$ cat src/aose_pkg.sv
`timescale 1ns / 1ps
// Shared types, constants and the per-opcode ALU function for the op-sequence evaluator.
package aose_pkg;

  localparam int MAX_OPS = 12;
  localparam int OP_W    = 4;
  localparam int OPS_W   = 48;
  localparam int LEN_W   = 4;
  localparam int BYTE_W  = 8;
  localparam int CNT_W   = $clog2(MAX_OPS + 1);

  localparam logic [BYTE_W-1:0] BYTE_ONES = 8'hFF;
  localparam logic [BYTE_W-1:0] SIGN_BIT  = 8'h80;

  typedef enum logic [OP_W-1:0] {
    OP_ADD_AA = 4'd0,
    OP_ADD_AB = 4'd1,
    OP_SUB_B  = 4'd2,
    OP_LD_BA  = 4'd3,
    OP_ADC_AB = 4'd4,
    OP_ADC_AA = 4'd5,
    OP_SBC_AB = 4'd6,
    OP_SBC_AA = 4'd7,
    OP_SRL_A  = 4'd8,
    OP_RLA    = 4'd9,
    OP_RRA    = 4'd10,
    OP_RLCA   = 4'd11,
    OP_RRCA   = 4'd12,
    OP_NEG    = 4'd13,
    OP_NOP0   = 4'd14,
    OP_NOP1   = 4'd15
  } op_t;

  // Machine state carried by one item through the pipeline.
  typedef struct packed {
    logic [OPS_W-1:0]  ops;
    logic [CNT_W-1:0]  cnt;
    logic [BYTE_W-1:0] acc;
    logic [BYTE_W-1:0] breg;
    logic              cy;
  } item_t;

  // Executes one opcode on A, B and carry.
  function automatic item_t alu_step(input item_t cur, input op_t op);
    item_t         res;
    logic [BYTE_W:0] sum;
    res = cur;
    sum = '0;
    case (op)
      OP_ADD_AA: begin
        sum = {1'b0, cur.acc} + {1'b0, cur.acc};
        res.acc = sum[BYTE_W-1:0];
        res.cy  = sum[BYTE_W];
      end
      OP_ADD_AB: begin
        sum = {1'b0, cur.acc} + {1'b0, cur.breg};
        res.acc = sum[BYTE_W-1:0];
        res.cy  = sum[BYTE_W];
      end
      OP_SUB_B: begin
        sum = {1'b0, cur.acc} - {1'b0, cur.breg};
        res.acc = sum[BYTE_W-1:0];
        res.cy  = sum[BYTE_W];
      end
      OP_LD_BA: begin
        res.breg = cur.acc;
      end
      OP_ADC_AB: begin
        sum = {1'b0, cur.acc} + {1'b0, cur.breg} + {{BYTE_W{1'b0}}, cur.cy};
        res.acc = sum[BYTE_W-1:0];
        res.cy  = sum[BYTE_W];
      end
      OP_ADC_AA: begin
        sum = {1'b0, cur.acc} + {1'b0, cur.acc} + {{BYTE_W{1'b0}}, cur.cy};
        res.acc = sum[BYTE_W-1:0];
        res.cy  = sum[BYTE_W];
      end
      OP_SBC_AB: begin
        sum = {1'b0, cur.acc} - {1'b0, cur.breg} - {{BYTE_W{1'b0}}, cur.cy};
        res.acc = sum[BYTE_W-1:0];
        res.cy  = sum[BYTE_W];
      end
      OP_SBC_AA: begin
        res.acc = cur.cy ? BYTE_ONES : '0;
      end
      OP_SRL_A: begin
        res.cy  = cur.acc[0];
        res.acc = {1'b0, cur.acc[BYTE_W-1:1]};
      end
      OP_RLA: begin
        res.cy  = cur.acc[BYTE_W-1];
        res.acc = {cur.acc[BYTE_W-2:0], cur.cy};
      end
      OP_RRA: begin
        res.cy  = cur.acc[0];
        res.acc = {cur.cy, cur.acc[BYTE_W-1:1]};
      end
      OP_RLCA: begin
        res.cy  = (cur.acc & SIGN_BIT) != '0;
        res.acc = {cur.acc[BYTE_W-2:0], cur.acc[BYTE_W-1]};
      end
      OP_RRCA: begin
        res.cy  = cur.acc[0];
        res.acc = {cur.acc[0], cur.acc[BYTE_W-1:1]};
      end
      OP_NEG: begin
        res.cy  = cur.acc != '0;
        res.acc = '0 - cur.acc;
      end
      default: begin
        res = cur;
      end
    endcase
    return res;
  endfunction

endpackage

$ cat src/aose_stage.sv
`timescale 1ns / 1ps
// One pipeline stage: executes the next opcode of an item and registers the result.
module aose_stage (
  input  logic           clk,
  input  logic           rst_n,
  input  logic           in_valid,
  output logic           in_ready,
  input  aose_pkg::item_t in_item,
  output logic           out_valid,
  input  logic           out_ready,
  output aose_pkg::item_t out_item
);
  import aose_pkg::*;

  logic  valid_r;
  logic  valid_nxt;
  item_t item_r;
  item_t item_nxt;
  item_t stepped;

  // A stage takes a new item when it is empty or its item moves on this cycle.
  assign in_ready = !valid_r || out_ready;

  always_comb begin
    stepped = alu_step(in_item, op_t'(in_item.ops[OP_W-1:0]));
    if (in_item.cnt != '0) begin
      item_nxt     = stepped;
      item_nxt.cnt = in_item.cnt - 1'b1;
    end else begin
      item_nxt = in_item;
    end
    // Slots past the packed field read as zero bits.
    item_nxt.ops = in_item.ops >> OP_W;
  end

  assign valid_nxt = in_ready ? in_valid : valid_r;

  always_ff @(posedge clk) begin
    if (!rst_n) begin
      valid_r <= 1'b0;
    end else begin
      valid_r <= valid_nxt;
    end
  end

  always_ff @(posedge clk) begin
    if (in_ready && in_valid) begin
      item_r <= item_nxt;
    end
  end

  assign out_valid = valid_r;
  assign out_item  = item_r;

endmodule

$ cat src/accumulator_op_sequence_evaluator_core.sv
`timescale 1ns / 1ps
// Top level of the accumulator op-sequence evaluator.
//
// The block runs a packed list of 4-bit opcodes on an 8-bit accumulator A, a
// register B and a carry flag, starting from A = in_initial_value, B = 0 and
// carry = 0, and returns the final A on out_result_value.
// Both channels use a valid/ready handshake; an item moves at a rising edge at
// which valid and ready are both high.
// The datapath is a chain of MAX_OPS stages (twelve), one opcode slot each, and
// each stage registers its item. An item can enter in every cycle while the
// receiver takes results, giving a throughput of one item per cycle.
// Items with fewer opcodes still pass through every stage; the stages past the
// last opcode only carry the item along.
// Each stage is ready when it is empty or its item is moving on, so bubbles
// collapse: while the receiver stalls, input keeps being accepted until every
// stage holds an item, and nothing is lost or repeated.
// Reset clears the stage valid bits only; the item registers are not reset.
module accumulator_op_sequence_evaluator_core (
  input  logic                        clk,
  input  logic                        rst_n,
  input  logic                        in_valid,
  output logic                        in_ready,
  input  logic [aose_pkg::OPS_W-1:0]  in_ops_packed,
  input  logic [aose_pkg::LEN_W-1:0]  in_seq_length,
  input  logic [aose_pkg::BYTE_W-1:0] in_initial_value,
  output logic                        out_valid,
  input  logic                        out_ready,
  output logic [aose_pkg::BYTE_W-1:0] out_result_value
);
  import aose_pkg::*;

  // Link k feeds stage k; link MAX_OPS is the output of the last stage.
  logic  link_valid [MAX_OPS+1];
  logic  link_ready [MAX_OPS+1];
  item_t link_item  [MAX_OPS+1];

  logic [CNT_W-1:0] len_sat;

  // Lengths above MAX_OPS saturate. The compare is done one bit wider than
  // either operand so that it stays exact for any MAX_OPS in range.
  always_comb begin
    if ({1'b0, (CNT_W + LEN_W)'(in_seq_length)} > (CNT_W + LEN_W + 1)'(MAX_OPS)) begin
      len_sat = CNT_W'(MAX_OPS);
    end else begin
      len_sat = CNT_W'(in_seq_length);
    end
  end

  // A new item starts with B and carry cleared.
  assign link_item[0] = '{ops:  in_ops_packed,
                          cnt:  len_sat,
                          acc:  in_initial_value,
                          breg: '0,
                          cy:   1'b0};

  assign link_valid[0] = in_valid;
  assign in_ready      = link_ready[0];

  for (genvar k = 0; k < MAX_OPS; k++) begin : g_stage
    aose_stage u_stage (
      .clk       (clk),
      .rst_n     (rst_n),
      .in_valid  (link_valid[k]),
      .in_ready  (link_ready[k]),
      .in_item   (link_item[k]),
      .out_valid (link_valid[k+1]),
      .out_ready (link_ready[k+1]),
      .out_item  (link_item[k+1])
    );
  end

  // The last stage's register is the output register.
  assign link_ready[MAX_OPS] = out_ready;
  assign out_valid           = link_valid[MAX_OPS];
  assign out_result_value    = link_item[MAX_OPS].acc;

endmodule

$ cat config.mk
export PLATFORM = sky130hd
export DESIGN_NAME = accumulator_op_sequence_evaluator_core
export DESIGN_NICKNAME = d
export VERILOG_FILES = /design/src/aose_pkg.sv /design/src/aose_stage.sv /design/src/accumulator_op_sequence_evaluator_core.sv
export SDC_FILE = /design/constraint.sdc
export NUM_CORES = 2
export LEC_CHECK = 0
export BUFFER_PORTS_ARGS = -buffer_cell sky130_fd_sc_hd__buf_2
export CORE_MARGIN = 2
export CORE_UTILIZATION = 45
export DETAILED_ROUTE_END_ITERATION = 10
export PLACE_DENSITY_LB_ADDON = 0.25
export SETUP_SLACK_MARGIN = 0.05
export SLEW_MARGIN = 20
export SYNTH_ARGS = -nofsm -noshare
export SYNTH_HDL_FRONTEND = slang
export SYNTH_HIERARCHICAL = 1
export SYNTH_SLANG_ARGS = --single-unit
$ cat constraint.sdc
create_clock -name clk -period 4.6 [get_ports clk]
set_input_delay 0.23 -clock clk [delete_from_list [all_inputs] [get_ports clk]]
set_output_delay 0.23 -clock clk [all_outputs]
set_load 0.005 [all_outputs]
==> results.md <==
* Cell Pwr Density at around 260 mW/mm2
* Antenna Violating Nets Remaining at 0
* WS Path Type: flop to flop
* Pin count of the biggest net entering global routing at 66
* Grt total ovfl at 0
* Fmax at between 200 and 300 MHz
* TNS Setup at 0 ns
* Worst Skew at 0.0605 ns
* Period minus WS final at between 3 and 4 ns
* Vias in the first global route at 30,400
* CTS sink count at roughly 500
* First-pass GRT wire length at around 170,000 um
* # fillers at 8,079
* Data arrival, critical path at between 3 and 4 ns
* Die Footprint at roughly 0.091 mm2
* Relative slew slack at 24.0%
* DR vias at 32,400
* GP Congestion at approximately 0.95
* CTS buffer count at 57
* Post CTS Setup Buffer Count at 0
* Initial antenna violation count at 0
* Max incr delay on CP at 0.69 ns
* PnR worst setup slack at approximately 1.1 ns
* Final Slew Violations at 0
* Final routed DRC violation total at 0
* RSZ-0062 raised after global routing: false
* Static Leak at 16.0 nW
* Starting Density at around 45%
* CP startpoint kind: flop
* Worst skew pair latency at between 0.6 and 0.7 ns
* Tcrit/Tclk final at approximately three quarters
* Critical path's top delay family: compound AO/OA/AOI/OAI gates
* N_diodes at 0
* HP Class: input pin to flop
* Detailed Routing Iterations Pass 1 at 6
* Nets at between 4,000 and 5,000
* Hold_ws at between 0.09 and 0.1 ns
* Avg Cell Area, Syn at 9.49 um2
* Vias per cell at 5.94
* Final Hold Violating Endpoints at 0
* CTS tree: built
* Share of cells above drive strength 1 at 8.09%
* Total GRT Usage at between 20 and 25%
* Place WS at 1.16 ns
* Final setup fails at 0
* Status: finished clean
* Port Buf Inserts at 73
* Root Driver: clkbuf_16
* # resized after CTS at 0
* Final HPWL DP at 77,300 um
* Top-Level Pins at between 70 and 80
* CP bufs+invs at 2
* Worst setup EP type: flop
* DR iter-0 viols at between 2,000 and 3,000
* Area of the core at roughly 0.09 mm2
* Crit-path cells: inv_1, ha_1, inv_1, fa_1, a211oi_1, nor2_1, o311ai_1, a211oi_1, xnor2_1, a22o_1, o22a_1
* VDD IR max at 0.280 mV
* Avg WL per Cell at approximately 19 um
* Synthesized cell area at around 0.040 mm2
* Worst Path Required at around 5.0 ns
* Cell Rows at about 110
* Worst-path maximum fanout at 7
* DIE WIDTH at ~300 um
* Max Cap Viol at 0
* Layout area overhead at 9.28%
* Power Total at approximately 11 mW
* Clock transition at the registers of the reported paths at ~0.07 ns
* Vert. Die Dim at 301 um
* Post-Syn Instances at roughly 4,200
* Synth warn at 6
* WL final at about 100,000 um
* Slowest cell on crit path: o311ai_1
* Longest Clk Path Bufs at 3
* H-tree levels at 2
* Worst slew pin tran at between 1 and 1.5 ns
* Final core occ at between 40 and 50%
## worst reg2reg max path: cells and delay by family, from the launching register on
kind | cells | cell delay [ns]
AO/OA/AOI/OAI | 5 | 1.58
XOR/XNOR | 1 | 0.16
adder cells (fa/ha/maj) | 2 | 0.60
buffers and inverters | 2 | 0.28
flip-flops | 1 | 0.48
AND/OR/NAND/NOR | 1 | 0.18
## final cells by class
cell class / count / area (um2) / share of cell area [%]
Clock buffer: 61 / 1440 / 3.32
Timing Repair Buffer: 139 / 986 / 2.27
Multi-Input combinational cell: 3234 / 22600 / 52.0
Clock inverter: 47 / 514 / 1.18
Tap cell: 1165 / 1460 / 3.35
Inverter: 292 / 1100 / 2.52
Sequential cell: 515 / 15300 / 35.3
## path summary, 6_finish.rpt
path              depth (start not counted)  slack [ns]                              end                             from
setup / recovery                         11        1.07  g_stage[9].u_stage/out_item[16]   g_stage[8].u_stage/out_item[9]
hold / removal                            3         0.1  g_stage[0].u_stage/out_item[19]                 in_seq_length[2]
setup reg to reg                         11        1.07  g_stage[9].u_stage/out_item[16]   g_stage[8].u_stage/out_item[9]
hold reg to reg                           0        0.36  g_stage[6].u_stage/out_item[23]  g_stage[5].u_stage/out_item[27]
## metrics by stage
step	cells	cell area [um2]
after floorplan	4222	39900
after global placement	5295	41000
after detailed placement	5295	41000
after CTS	5453	43500
after global routing	5453	43500
final	5453	43500
## routing by layer
| metal | vias to the layer above | wire [um] | track usage, % |
|---|---|---|---|
| met3 | 198 | 6120 | 2.38 |
| met1 | 15300 | 47200 | 32.0 |
| met5 | - | 0 | 0 |
| met2 | 1136 | 47500 | 35.9 |
| li1 | 15700 | - | - |
| met4 | 0 | 3220 | 7.79 |
## timing repair
action,CTS,global route
setup endpoints to repair,0,0
endpoints found under the hold margin,58,0
hold buffers,50,0
## registers in the layout, indices dropped and copies added, names as in the netlist
name and flops:
g_stage.u_stage/out_item 503, g_stage.u_stage/out_valid 12
## report_power, final
part           internal [mW]  switching (mW)
combinational          0.459           0.706
clock                   2.66            1.98
sequential              5.22           0.113
total                   8.34            2.80
## placed cells by master (no fill, tap or decap), types with 35 or more instances in the layout
| master | count |
|---|---|
| edfxtp_1 | 503 |
| nor2_1 | 357 |
| nand2_1 | 290 |
| inv_1 | 280 |
| ha_1 | 275 |
| a21oi_1 | 206 |
| o21ai_0 | 196 |
| nor3_1 | 175 |
| xnor2_1 | 158 |
| xor2_1 | 142 |
| nand2b_1 | 133 |
| nand3_1 | 100 |
| a221oi_1 | 79 |
| buf_2 | 73 |
| mux2_2 | 68 |
| a31oi_1 | 67 |
| clkbuf_16 | 57 |
| a22oi_1 | 56 |
| dlygate4sd3_1 | 50 |
| a211oi_1 | 45 |
| nor2b_1 | 44 |
| a221o_1 | 37 |
| a21o_1 | 35 |
No activity file was read; power rests on OpenSTA's default activity.
